==> src/design/box_corner_transform_bounds_macros.svh <==
// Assertion macros shared by the box corner transform bounds RTL.
`ifndef BOX_CORNER_TRANSFORM_BOUNDS_MACROS_SVH
`define BOX_CORNER_TRANSFORM_BOUNDS_MACROS_SVH

// Check that the consequent holds in the same cycle as the antecedent.
`define BCT_ASSERT_NOW(label, ante, cons, msg) \
   label: assert property (@(posedge clock) disable iff (reset) (ante) |-> (cons)) \
      else $error(msg);

// Check that the consequent holds in the cycle after the antecedent.
`define BCT_ASSERT_NEXT(label, ante, cons, msg) \
   label: assert property (@(posedge clock) disable iff (reset) (ante) |=> (cons)) \
      else $error(msg);

`endif

==> src/design/bct_pkg.sv <==
// Shared types, codes and helpers for the box corner transform bounds block.
`timescale 1ns / 1ps
`default_nettype none

package bct_pkg;

   localparam int DATA_WIDTH      = 32;
   localparam int PROD_WIDTH      = 2 * DATA_WIDTH;
   localparam int VALUE_WIDTH_DEF = 32;
   localparam int FRAC_BITS_DEF   = 16;

   localparam int LANES  = 3;
   localparam int COLS   = 4;
   localparam int ROWS   = 4;
   localparam int ROW_W  = 2;
   localparam int SLOT_W = 3;

   // Input opcodes
   localparam logic [1:0] OP_LOAD   = 2'd0;
   localparam logic [1:0] OP_CORNER = 2'd1;
   localparam logic [1:0] OP_ORIGIN = 2'd2;

   // Result kinds
   localparam logic [2:0] KIND_CORNER = 3'd0;
   localparam logic [2:0] KIND_MIN    = 3'd1;
   localparam logic [2:0] KIND_MAX    = 3'd2;
   localparam logic [2:0] KIND_ORIGIN = 3'd3;
   localparam logic [2:0] KIND_ROW    = 3'd4;

   typedef logic signed [DATA_WIDTH-1:0] data_type;
   typedef logic signed [PROD_WIDTH-1:0] prod_type;

   typedef struct packed {
      logic [1:0]            opcode;
      logic [ROW_W-1:0]      row_index;
      logic signed [31:0]    value_a;
      logic signed [31:0]    value_b;
      logic signed [31:0]    value_c;
      logic signed [31:0]    value_d;
      logic signed [31:0]    value_e;
      logic signed [31:0]    value_f;
      logic                  final_corner;
   } req_type;

   typedef struct packed {
      logic [2:0]            kind;
      logic [ROW_W-1:0]      out_row;
      logic signed [31:0]    out_a;
      logic signed [31:0]    out_b;
      logic signed [31:0]    out_c;
      logic signed [31:0]    out_d;
      logic                  run_end;
   } rsp_type;

   // Control that rides along with one result slot down the pipeline
   typedef struct packed {
      logic             valid;
      logic [2:0]       kind;
      logic [ROW_W-1:0] row;
      logic             last;
   } ctl_type;

   // Largest value of the saturation range (value width capped at the port width)
   function automatic longint sat_max(input int value_width);
      int sw;
      sw = (value_width > DATA_WIDTH) ? DATA_WIDTH : value_width;
      return (longint'(1) << (sw - 1)) - longint'(1);
   endfunction

endpackage

`default_nettype wire

==> src/design/bct_out.sv <==
// Bounds accumulators and the result output register.
`timescale 1ns / 1ps
`default_nettype none
`include "box_corner_transform_bounds_macros.svh"

module bct_out #(
   parameter int VALUE_WIDTH = bct_pkg::VALUE_WIDTH_DEF
) (
   input  wire logic              clock,
   input  wire logic              reset,
   input  wire logic              adv,
   input  wire bct_pkg::ctl_type  sum_ctl,
   input  wire bct_pkg::data_type sum_res [bct_pkg::COLS],
   output logic                   rsp_valid,
   output bct_pkg::rsp_type       rsp_data
);

   localparam longint            SAT_MAX = bct_pkg::sat_max(VALUE_WIDTH);
   localparam bct_pkg::data_type SAT_HI  = bct_pkg::data_type'(SAT_MAX);
   localparam bct_pkg::data_type SAT_LO  = bct_pkg::data_type'(-SAT_MAX - longint'(1));

   logic              rsp_valid_ff;
   bct_pkg::rsp_type  rsp_ff;
   bct_pkg::rsp_type  rsp_in;
   bct_pkg::data_type bmin_ff [bct_pkg::LANES];
   bct_pkg::data_type bmax_ff [bct_pkg::LANES];
   logic              take_corner;
   logic              take_max;

   assign take_corner = adv && sum_ctl.valid && (sum_ctl.kind == bct_pkg::KIND_CORNER);
   assign take_max    = adv && sum_ctl.valid && (sum_ctl.kind == bct_pkg::KIND_MAX);

   // Pick the item payload by kind
   always_comb begin
      rsp_in.kind    = sum_ctl.kind;
      rsp_in.out_row = sum_ctl.row;
      rsp_in.run_end = sum_ctl.last;
      rsp_in.out_d   = sum_res[3];
      case (sum_ctl.kind)
         bct_pkg::KIND_MIN: begin
            rsp_in.out_a = bmin_ff[0];
            rsp_in.out_b = bmin_ff[1];
            rsp_in.out_c = bmin_ff[2];
         end
         bct_pkg::KIND_MAX: begin
            rsp_in.out_a = bmax_ff[0];
            rsp_in.out_b = bmax_ff[1];
            rsp_in.out_c = bmax_ff[2];
         end
         default: begin
            rsp_in.out_a = sum_res[0];
            rsp_in.out_b = sum_res[1];
            rsp_in.out_c = sum_res[2];
         end
      endcase
   end

   // Track per-axis extremes; clear them once the max item leaves
   always_ff @(posedge clock) begin
      if (reset) begin
         rsp_valid_ff <= 1'b0;
         for (int i = 0; i < bct_pkg::LANES; i++) begin
            bmin_ff[i] <= SAT_HI;
            bmax_ff[i] <= SAT_LO;
         end
      end else begin
         if (adv) begin
            rsp_valid_ff <= sum_ctl.valid;
         end
         for (int i = 0; i < bct_pkg::LANES; i++) begin
            if (take_max) begin
               bmin_ff[i] <= SAT_HI;
               bmax_ff[i] <= SAT_LO;
            end else if (take_corner) begin
               if (sum_res[i] < bmin_ff[i]) begin
                  bmin_ff[i] <= sum_res[i];
               end
               if (sum_res[i] > bmax_ff[i]) begin
                  bmax_ff[i] <= sum_res[i];
               end
            end
         end
      end
   end

   always_ff @(posedge clock) begin
      if (adv) begin
         rsp_ff <= rsp_in;
      end
   end

   assign rsp_valid = rsp_valid_ff;
   assign rsp_data  = rsp_ff;

   `BCT_ASSERT_NEXT(a_bounds_cleared, take_max, bmin_ff[0] == SAT_HI && bmax_ff[0] == SAT_LO && bmin_ff[2] == SAT_HI, "bounds not cleared after max item")

endmodule

`default_nettype wire

==> config.mk <==
export PLATFORM = sky130hd
export DESIGN_NAME = bct_out
export DESIGN_NICKNAME = d
export VERILOG_FILES = /design/src/design/bct_pkg.sv /design/src/design/bct_out.sv
export VERILOG_INCLUDE_DIRS = /design/src /design/src/design
export SDC_FILE = /design/constraint.sdc
export NUM_CORES = 1
export LEC_CHECK = 0
export BUFFER_PORTS_ARGS = -buffer_cell sky130_fd_sc_hd__buf_4
export CAP_MARGIN = 20
export CORE_MARGIN = 4
export CORE_UTILIZATION = 23
export DETAILED_ROUTE_END_ITERATION = 12
export PLACE_DENSITY_LB_ADDON = 0.15
export SYNTH_ARGS = -nofsm -noshare
export SYNTH_HDL_FRONTEND = slang
export SYNTH_SLANG_ARGS = --single-unit
==> constraint.sdc <==
create_clock -name clock -period 6.05 [get_ports clock]
set_clock_uncertainty 0.2 [all_clocks]
set_input_delay 0.9075 -clock clock [delete_from_list [all_inputs] [get_ports clock]]
set_output_delay 0.9075 -clock clock [all_outputs]
set_load 0.02 [all_outputs]
==> out/qor.txt <==
DIE AREA -> 0.08429 mm²
Setup TNS -> 0 ns
Pre-CTS WS -> 1.341 ns
Port-buffer cells -> 272
Power share of the combinational group -> 13.1%
GP Congestion -> 0.7839
CP max-delay cell -> a31o_2
Via/cell ratio -> 4.472
Number of global-route vias before repair -> 14120
CP Max Fanout -> 33
Synth top area share -> 53.40%
Final critical-path required period -> 4.063 ns
# DRC -> 0
Synth cell count leaders -> 326 x edfxtp_1, 267 x nand2_1, 200 x inv_1
# setup viols final -> 0
Ratio of final minimum period to clock period -> 67.16%
Layout area overhead -> 25.33%
Net count after synthesis -> 1957
P_leak -> 9.904 nW
CTS tree -> yes
Core Box Area -> 0.07900 mm²
Starting Density -> 23.21%
Post-Syn Area -> 0.01833 mm²
Flop-to-flop setup slack -> 2.06 ns
Latest clock arrival within the worst-skew pair -> 0.57 ns
Largest delay share family, worst path -> compound AO/OA/AOI/OAI gates
Chip width -> 290.3 µm
Wire per inst -> 19.85 µm
EDFF count, synth -> 326
CTS buffer count -> 45
DP Wirelength -> 40.87 mm
Register bit total from synthesis -> 327
Maxcap violations -> 0
Via count -> 13370
Post-route antenna net violation count -> 0
CTS root buf -> clkbuf_16
Switching share of power -> 26.32%
Ys flop type -> edfxtp_1
Synth warn -> 0
Status -> completed
Leading area contributor after synthesis -> edfxtp_1
HP Class -> reg2reg
Die Ht -> 290.3 µm
Layout cells sized above 1 -> 22.80%
Initial antenna violation count -> 3
Final Cell Area -> 0.02298 mm²
Cell mode on critical path -> buf_4
Synth cell types -> 59
Gate Count Post-Synth -> 1630
Max stage delay on crit path -> 0.78 ns
RSZ-0062 raised after global routing -> no
Hold buffer count at cts -> 0
Max VDD drop -> 0.1651 mV
Slew @ Worst Pin -> 1.060 ns
Number of buffers and inverters on the critical path -> 2
Post-CTS setup buffer count -> 0
Clk slew on worst S/H paths -> 0.05 ns
Setup ws final -> 1.987 ns
Deepest clock path buffer count -> 3
Share of synthesized flip-flops with an asynchronous set or reset -> 0%
Initial drt markers -> 776
Max Slew Vio Count -> 0
Clock power frac -> 42.2%
CP Data Required Time -> 6.16 ns
Worst path cell trace -> buf_4 > ha_1 > a21oi_1 > o21ai_0 > a211o_1 > a211oi_1 > a31o_2 > nand3_1 > buf_4
Ports -> 273
Internal -> 0.004403 W
Pwr Density -> 260.0 mW/mm²
Max H-tree Level -> 2
Overflow after GRT -> 0
# resized after CTS -> 0
Largest net degree at the start of global routing -> 57
Synth top area cells -> edfxtp_1 53%, ha_1 13%, nand2_1 5.5%
Sequential share of power -> 44.6%
CP Launch Type -> input pin
All-Layer GR Usage -> 13.67%
Most common cell in the netlist -> edfxtp_1
Critical path arrival -> 4.17 ns
Placement Rows -> 103
Final WL -> 59.32 mm
Sequential share of the synthesized area -> 53.50%
Fin. Hold Viols -> 0
# clock sinks -> 327
DP Area -> 0.02162 mm²
Setup crit end kind -> flop
P_sw -> 0.001573 W
Drt pass-1 iters -> 5
Syn avg cell area -> 11.25 µm²
Kind of critical path -> in2reg
First-pass GRT wire length -> 89.55 mm
Final Net Count -> 2237
Worst slew margin -> 29.34%
Peak Freq -> 246.1 MHz
ANT cells -> 0
-- placed cells by master (no fill, tap or decap), drive strengths merged, types with 3 or more instances in the layout --
cell type / n
a211oi: 16
nor3: 9
nor2: 27
nor4: 5
a2111oi: 4
a21o: 9
edfxtp: 326
nand2: 267
nand3: 25
bufinv: 3
o21bai: 48
a22oi: 98
inv: 202
clkbuf: 52
or4b: 3
clkinv: 16
o21ai: 26
o21a: 8
buf: 302
a211o: 5
nor2b: 4
a31oi: 5
a21boi: 66
clkinvlp: 3
nand2b: 38
or3: 3
ha: 189
a21oi: 99
o211ai: 8
nand4: 39
and2: 4
o2111ai: 3
o221ai: 4
-- cell families (layout without fill, tap and decap cells) --
logic type	count (synthesis)	after routing	synth area share, %
AO/OA/AOI/OAI	409	409	16.43
adder cells (fa/ha/maj)	189	189	12.90
buffers and inverters	269	578	6.169
flip-flops	327	327	53.50
multiplexers	1	1	0.05460
AND/OR/NAND/NOR	435	435	10.94
-- sequential cells by signal, indices dropped and copies added (netlist names) --
| signal | count |
|---|---|
| rsp_data | 134 |
| rsp_valid | 1 |
| bmax_ff | 96 |
| bmin_ff | 96 |
-- path summary, 6_finish.rpt --
check	startpoint	to	cells past startpoint
max	sum_res[73]	bmax_ff[1][12]	9
min	rsp_valid	rsp_valid	2
max reg2reg	bmax_ff[1][9]	bmax_ff[1][12]	9
min reg2reg	rsp_valid	rsp_valid	2
-- power groups by stage --
stage               clock [W]  combinational (W)  sequential, W
floorplan                   0           0.000320        0.00279
global placement            0           0.000798        0.00271
detailed placement          0           0.000799        0.00271
CTS                   0.00264           0.000803        0.00267
global route          0.00271           0.000870        0.00268
finish                0.00252           0.000784        0.00267
-- final cells by class --
type | instances | area, µm²
Tap cell | 1050 | 1314
Clock buffer | 52 | 1152
Clock inverter | 24 | 201.4
Multi-Input combinational cell | 1034 | 7467
Inverter | 200 | 750.7
Sequential cell | 327 | 9809
Timing Repair Buffer | 302 | 2283
Fill cell | 8176 | 56020
-- per-layer routing --
layer	wire length (µm)	GRT usage [%]	vias up
met3	2807	2.698	76
met2	28130	22.99	249
met4	1059	3.047	2
met5	12	0	-
met1	27310	18.24	6554
li1	-	-	6487
-- worst reg2reg max path, cell delays in order, from the launching register on --
cell,delay (ns)
edfxtp_1,0.40
inv_1,0.07
ha_1,0.23
a21oi_1,0.19
o21ai_0,0.15
a211o_1,0.32
a211oi_1,0.31
a31o_2,0.78
nand3_1,0.65
buf_4,0.42
-- stage by stage --
| step | total power [W] | util, % | hold WS, ns | instances |
|---|---|---|---|---|
| final | 0.005975 | 29.09 | 0.2854 | 2989 |
| after detailed placement | 0.003514 | 27.37 | 0.2779 | 2913 |
| after floorplan | 0.003115 | - | 0.3271 | 1630 |
| after CTS | 0.006110 | 29.09 | 0.2451 | 2989 |
| after global placement | 0.003512 | 27.37 | 0.2998 | 2913 |
| after global routing | 0.006264 | 29.09 | 0.2585 | 2989 |
(Power assumes the default switching activity.)
