===== config.mk =====
export PLATFORM = sky130hd
export DESIGN_NAME = bct_seq
export DESIGN_NICKNAME = d
export VERILOG_FILES = /design/src/design/bct_pkg.sv /design/src/design/bct_seq.sv
export VERILOG_INCLUDE_DIRS = /design/src /design/src/design
export SDC_FILE = /design/constraint.sdc
export NUM_CORES = 1
export LEC_CHECK = 0
export ABC_CLOCK_PERIOD_IN_PS = 33500
export BUFFER_PORTS_ARGS = -buffer_cell sky130_fd_sc_hd__buf_2
export CAP_MARGIN = 5
export CORE_AREA = 2 2 346 348
export CTS_BUF_LIST = sky130_fd_sc_hd__clkbuf_16
export DETAILED_ROUTE_END_ITERATION = 16
export DIE_AREA = 0 0 348 350
export GPL_ROUTABILITY_DRIVEN = 0
export PLACE_DENSITY = 0.51
export SLEW_MARGIN = 25
export SYNTH_ARGS = -nofsm -noshare
export SYNTH_HDL_FRONTEND = slang
export SYNTH_SLANG_ARGS = --single-unit

===== constraint.sdc =====
create_clock -name clock -period 33.5 [get_ports clock]
set_input_delay 5.025 -clock clock [delete_from_list [all_inputs] [get_ports clock]]
set_output_delay 5.025 -clock clock [all_outputs]
set_load 0.01 [all_outputs]

===== src/design/box_corner_transform_bounds_macros.svh =====
// Assertion macros shared by the box corner transform bounds RTL.
`ifndef BOX_CORNER_TRANSFORM_BOUNDS_MACROS_SVH
`define BOX_CORNER_TRANSFORM_BOUNDS_MACROS_SVH

// Check that the consequent holds in the same cycle as the antecedent.
`define BCT_ASSERT_NOW(label, ante, cons, msg) \
   label: assert property (@(posedge clock) disable iff (reset) (ante) |-> (cons)) \
      else $error(msg);

// Check that the consequent holds in the cycle after the antecedent.
`define BCT_ASSERT_NEXT(label, ante, cons, msg) \
   label: assert property (@(posedge clock) disable iff (reset) (ante) |=> (cons)) \
      else $error(msg);

`endif


===== src/design/bct_pkg.sv =====
// Shared types, codes and helpers for the box corner transform bounds block.
`timescale 1ns / 1ps
`default_nettype none

package bct_pkg;

   localparam int DATA_WIDTH      = 32;
   localparam int PROD_WIDTH      = 2 * DATA_WIDTH;
   localparam int VALUE_WIDTH_DEF = 32;
   localparam int FRAC_BITS_DEF   = 16;

   localparam int LANES  = 3;
   localparam int COLS   = 4;
   localparam int ROWS   = 4;
   localparam int ROW_W  = 2;
   localparam int SLOT_W = 3;

   // Input opcodes
   localparam logic [1:0] OP_LOAD   = 2'd0;
   localparam logic [1:0] OP_CORNER = 2'd1;
   localparam logic [1:0] OP_ORIGIN = 2'd2;

   // Result kinds
   localparam logic [2:0] KIND_CORNER = 3'd0;
   localparam logic [2:0] KIND_MIN    = 3'd1;
   localparam logic [2:0] KIND_MAX    = 3'd2;
   localparam logic [2:0] KIND_ORIGIN = 3'd3;
   localparam logic [2:0] KIND_ROW    = 3'd4;

   typedef logic signed [DATA_WIDTH-1:0] data_type;
   typedef logic signed [PROD_WIDTH-1:0] prod_type;

   typedef struct packed {
      logic [1:0]            opcode;
      logic [ROW_W-1:0]      row_index;
      logic signed [31:0]    value_a;
      logic signed [31:0]    value_b;
      logic signed [31:0]    value_c;
      logic signed [31:0]    value_d;
      logic signed [31:0]    value_e;
      logic signed [31:0]    value_f;
      logic                  final_corner;
   } req_type;

   typedef struct packed {
      logic [2:0]            kind;
      logic [ROW_W-1:0]      out_row;
      logic signed [31:0]    out_a;
      logic signed [31:0]    out_b;
      logic signed [31:0]    out_c;
      logic signed [31:0]    out_d;
      logic                  run_end;
   } rsp_type;

   // Control that rides along with one result slot down the pipeline
   typedef struct packed {
      logic             valid;
      logic [2:0]       kind;
      logic [ROW_W-1:0] row;
      logic             last;
   } ctl_type;

   // Largest value of the saturation range (value width capped at the port width)
   function automatic longint sat_max(input int value_width);
      int sw;
      sw = (value_width > DATA_WIDTH) ? DATA_WIDTH : value_width;
      return (longint'(1) << (sw - 1)) - longint'(1);
   endfunction

endpackage

`default_nettype wire


===== src/design/bct_seq.sv =====
// Input register, transform matrix store and result slot sequencer.
`timescale 1ns / 1ps
`default_nettype none
`include "box_corner_transform_bounds_macros.svh"

module bct_seq #(
   parameter int FRAC_BITS = bct_pkg::FRAC_BITS_DEF
) (
   input  wire logic              clock,
   input  wire logic              reset,
   input  wire logic              adv,
   input  wire logic              req_valid,
   output logic                   req_stall,
   input  wire bct_pkg::req_type  req_data,
   output bct_pkg::ctl_type       issue_ctl,
   output bct_pkg::data_type      coef [bct_pkg::LANES][bct_pkg::COLS],
   output bct_pkg::data_type      xval [bct_pkg::LANES][bct_pkg::LANES]
);

   localparam bct_pkg::data_type UNIT = bct_pkg::data_type'(longint'(1) << FRAC_BITS);

   bct_pkg::req_type          item_ff;
   logic                      item_valid_ff;
   logic                      item_valid_in;
   logic [bct_pkg::SLOT_W-1:0] slot_ff;
   logic [bct_pkg::SLOT_W-1:0] slot_in;
   logic [bct_pkg::SLOT_W-1:0] slot_count;
   logic                      last_slot;
   logic                      take;
   logic                      row_slot;
   logic [bct_pkg::ROW_W-1:0] row_r;
   bct_pkg::data_type         matrix_ff [bct_pkg::ROWS][bct_pkg::COLS];

   // Count the result slots the held item occupies
   always_comb begin
      case (item_ff.opcode)
         bct_pkg::OP_CORNER: slot_count = item_ff.final_corner ? 3'd3 : 3'd1;
         bct_pkg::OP_ORIGIN: slot_count = 3'd5;
         default:            slot_count = 3'd1;
      endcase
   end

   assign last_slot = (slot_ff == slot_count - 3'd1);
   assign take      = adv && (!item_valid_ff || last_slot);
   assign req_stall = !take;

   assign item_valid_in = take ? req_valid : item_valid_ff;
   assign slot_in       = (adv && item_valid_ff) ? (last_slot ? '0 : slot_ff + 3'd1) : slot_ff;

   // Decode the slot being issued this cycle
   assign row_slot = item_valid_ff && (item_ff.opcode == bct_pkg::OP_ORIGIN) && (slot_ff != '0);
   assign row_r    = bct_pkg::ROW_W'(slot_ff - 3'd1);

   always_comb begin
      issue_ctl = '0;
      if (item_valid_ff) begin
         case (item_ff.opcode)
            bct_pkg::OP_CORNER: begin
               issue_ctl.valid = 1'b1;
               issue_ctl.last  = last_slot;
               if (slot_ff == 3'd0) begin
                  issue_ctl.kind = bct_pkg::KIND_CORNER;
               end else if (slot_ff == 3'd1) begin
                  issue_ctl.kind = bct_pkg::KIND_MIN;
               end else begin
                  issue_ctl.kind = bct_pkg::KIND_MAX;
               end
            end
            bct_pkg::OP_ORIGIN: begin
               issue_ctl.valid = 1'b1;
               issue_ctl.last  = last_slot;
               if (slot_ff == 3'd0) begin
                  issue_ctl.kind = bct_pkg::KIND_ORIGIN;
               end else begin
                  issue_ctl.kind = bct_pkg::KIND_ROW;
                  issue_ctl.row  = row_r;
               end
            end
            default: issue_ctl = '0;
         endcase
      end
   end

   // Route matrix rows and operands to the three multiplier lanes
   always_comb begin
      for (int c = 0; c < bct_pkg::COLS; c++) begin
         coef[0][c] = row_slot ? matrix_ff[row_r][c] : matrix_ff[0][c];
         coef[1][c] = row_slot ? matrix_ff[row_r][c] : matrix_ff[1][c];
         coef[2][c] = matrix_ff[2][c];
      end
      for (int l = 0; l < bct_pkg::LANES; l++) begin
         xval[l][0] = item_ff.value_a;
         xval[l][1] = item_ff.value_b;
         xval[l][2] = item_ff.value_c;
      end
      if (row_slot) begin
         xval[1][0] = item_ff.value_d;
         xval[1][1] = item_ff.value_e;
         xval[1][2] = item_ff.value_f;
      end
   end

   // Hold the item and advance the slot counter; load matrix rows
   always_ff @(posedge clock) begin
      if (reset) begin
         item_valid_ff <= 1'b0;
         slot_ff       <= '0;
         for (int r = 0; r < bct_pkg::ROWS; r++) begin
            for (int c = 0; c < bct_pkg::COLS; c++) begin
               matrix_ff[r][c] <= (r == c) ? UNIT : '0;
            end
         end
      end else begin
         item_valid_ff <= item_valid_in;
         slot_ff       <= slot_in;
         if (adv && item_valid_ff && (item_ff.opcode == bct_pkg::OP_LOAD)) begin
            matrix_ff[item_ff.row_index][0] <= item_ff.value_a;
            matrix_ff[item_ff.row_index][1] <= item_ff.value_b;
            matrix_ff[item_ff.row_index][2] <= item_ff.value_c;
            matrix_ff[item_ff.row_index][3] <= item_ff.value_d;
         end
      end
   end

   always_ff @(posedge clock) begin
      if (take && req_valid) begin
         item_ff <= req_data;
      end
   end

   `BCT_ASSERT_NOW(a_slot_in_range, item_valid_ff, slot_ff < slot_count, "slot counter past item result count")
   `BCT_ASSERT_NOW(a_take_on_last, adv && issue_ctl.valid && issue_ctl.last, !req_stall, "last slot issued but next item refused")

endmodule

`default_nettype wire


==> key figures <==
Status
  • Outcome: finished clean

Die
  • Core area: 118000 µm²
  • Row cnt: ~130
  • DIE WIDTH: 348 µm
  • Starting Density: approximately 29%
  • Die height: 350 µm
  • Total die area: roughly 120000 µm²
  • IO Pins: about 880

Route
  • Residual DRC count: 0
  • DRT Wirelength: ~110000 µm
  • DRT Pass-1 Iters: 5
  • Antenna-violating nets left: 0
  • Vias: 20600
  • DR vias/cell: between 4 and 5
  • Wire per inst: 25.1 µm
  • Initial DRC count: roughly 1400

Synth
  • Avg Cell Area, Syn: 15.2 µm²
  • Synth Cell Area: roughly 34000 µm²
  • Cell variety after synth: 38
  • Yosys warning count: 0
  • Most frequently used flop master after synthesis: edfxtp_1
  • Number of synthesized flops with an enable pin: about 710
  • Synth area leaders: edfxtp_1, and2_1, mux4_2
  • Sequential area share after synthesis: between 60% and 70%
  • Synth top area share: a little over three fifths
  • Syn nets: ~2400
  • Seq cells post-synth: slightly above 700
  • Syn Inst Count: ~2200
  • Async set or reset register ratio after synthesis: 0%
  • Cell taking the most area after synthesis: edfxtp_1

Min path
  • Hold path depth: 2
  • Worst hold path type: reg -> reg

Placement
  • Hpwl dp: slightly below 80000 µm
  • Placed Area: roughly 38000 µm²
  • Setup WS pre-CTS: 23.11 ns
  • Port Buf Inserts: 880

CTS
  • Root Buffer: clkbuf_16
  • Worst-Skew Late Latency: 0.69 ns
  • TritonCTS clock tree: done
  • Hold_buf cts: 0
  • Clock buffer depth: 3
  • CTS clock-pin slew for the worst setup and hold paths: 0.06 ns
  • Setup Fix Bufs, Post-CTS: 0
  • Htree depth: 3
  • TritonCTS buffer count: 86
  • Post-CTS sizing: 0
  • Clock Sinks: 713

STA
  • Final Hold Fails: 0
  • Final setup viols: 0
  • Setup tns final: 0 ns
  • Setup ws final: around 23 ns
  • Post-layout minimum cycle time: about 10 ns
  • Hold WS: approximately 0.52 ns
  • Final Skew: 0.0311 ns
  • Tcrit/Tclk final: a little under a third
  • Highest clock rate: 96.3 MHz
  • Worst slew pin tran: 0.967 ns
  • Slew Viols, Final: 0
  • Max-slew headroom: a little over a third
  • RSZ-0062 raised after global routing: false

Global routing
  • Largest net degree at the start of global routing: 151
  • First-pass GRT wire length: between 150000 and 200000 µm
  • Number of global-route vias before repair: between 20000 and 25000
  • Total GRT Usage: between 10% and 20%
  • Gr ovfl total: 0
  • Initial antenna violation count: 12

Layout
  • Most frequent cells in the layout: buf_2, edfxtp_1, and2_1, a21o_1, nor2b_1
  • Post-route cell area: ~40000 µm²
  • Most common cell after layout, fill and taps aside: buf_2
  • Share of cells above drive strength 1: a little over two fifths
  • Layout area overhead: 21.3%
  • Fin nets: 3096

Worst setup path
  • Crit-path max FO: 88
  • Kind of end point of the critical path: output pin
  • Reg2reg path depth: 7
  • Data required, critical path: between 20 and 30 ns
  • CP Class: reg -> out
  • CP Data Arrival Time: 5.36 ns
  • Startpoint types: flip-flop

Pwr
  • Leakage: between 0.015 and 0.02 µW
  • PwrDens: just over 50 nW/µm²
  • Worst vdd ir: about 43 µV

Run
  • Max cap viols: 0
-- worst max-delay path, cell delays in order, from the launching register on --
cell	delay (ns)
dfxtp_4	0.56
inv_1	0.23
ha_4	0.18
inv_2	0.05
o211ai_4	0.57
buf_4	0.68
buf_4	0.84
buf_4	0.75
mux2_2	0.42
buf_2	0.14
-- cell usage after synthesis (7+ instances only) --
library cell / number
a21o_1: 256
and2_1: 508
buf_2: 68
buf_4: 196
buf_6: 11
clkbuf_1: 55
edfxtp_1: 709
inv_1: 7
mux2_2: 96
mux4_2: 128
nand2_1: 8
nor2b_1: 129
-- worst paths after layout --
kind	slack [ns]	from	to
worst min-delay path	0.52	slot_ff[1]	slot_ff[1]
worst max register to register	29.54	item_ff[195]	item_ff[30]
worst min register to register	0.52	slot_ff[1]	slot_ff[1]
worst max-delay path	23.12	slot_ff[0]	xval[157]
-- logic make-up (layout without fill, tap and decap cells) --
logic type               Yosys count  in the layout  synth area share, %
multiplexers                     224            224                 11.7
other                              0              5                    0
flip-flops                       713            713                 63.2
XOR/XNOR                           2              2               0.0518
AND/OR/NAND/NOR                  671            671                 12.4
adder cells (fa/ha/maj)            6              6                0.222
buffers and inverters            341           1073                 6.47
AO/OA/AOI/OAI                    268            268                 5.90
-- through the flow --
stage	total power [µW]	util [%]	std cells
2_1_floorplan	1130	-	2225
3_3_place_gp	1190	32.5	4337
3_5_place_dp	1200	32.5	4337
4_1_cts	2100	34.8	4493
5_1_grt	2140	34.8	4495
6_report	2070	34.8	4498
-- flip-flops by register name, summed over array words and instances, names as in the netlist --
| name | flops |
|---|---|
| item_valid_ff | 1 |
| xval | 96 |
| item_ff | 101 |
| slot_ff | 3 |
| matrix_ff | 512 |
-- where the power goes --
| part | switching (µW) | total [µW] | leakage, µW | internal (µW) |
|---|---|---|---|---|
| logic | 72.6 | 126 | 0.00898 | 53.2 |
| clock network | 386 | 902 | 0.00141 | 516 |
| registers | 30.3 | 1050 | 0.00713 | 1020 |
-- layout make-up --
class                   instances  area (µm²)
diodes                          5        12.5
flip-flops and latches        713       21400
fillers                     11500       76800
inverters                       8        30.0
well taps                    1536        1920
clock buffers                  88        2200
multi-input cells            1171       10300
repair buffers                909        4650
clock inverters                68         504
-- metal layers --
metal,share of wire [%],vias to the layer above,track usage (%)
li1,-,9264,-
met5,0.032,-,0
met4,4.0,6,7.57
met3,8.5,158,5.99
met2,49,847,29.8
met1,39,10300,21.3
No activity file was read; power rests on OpenSTA's default activity.
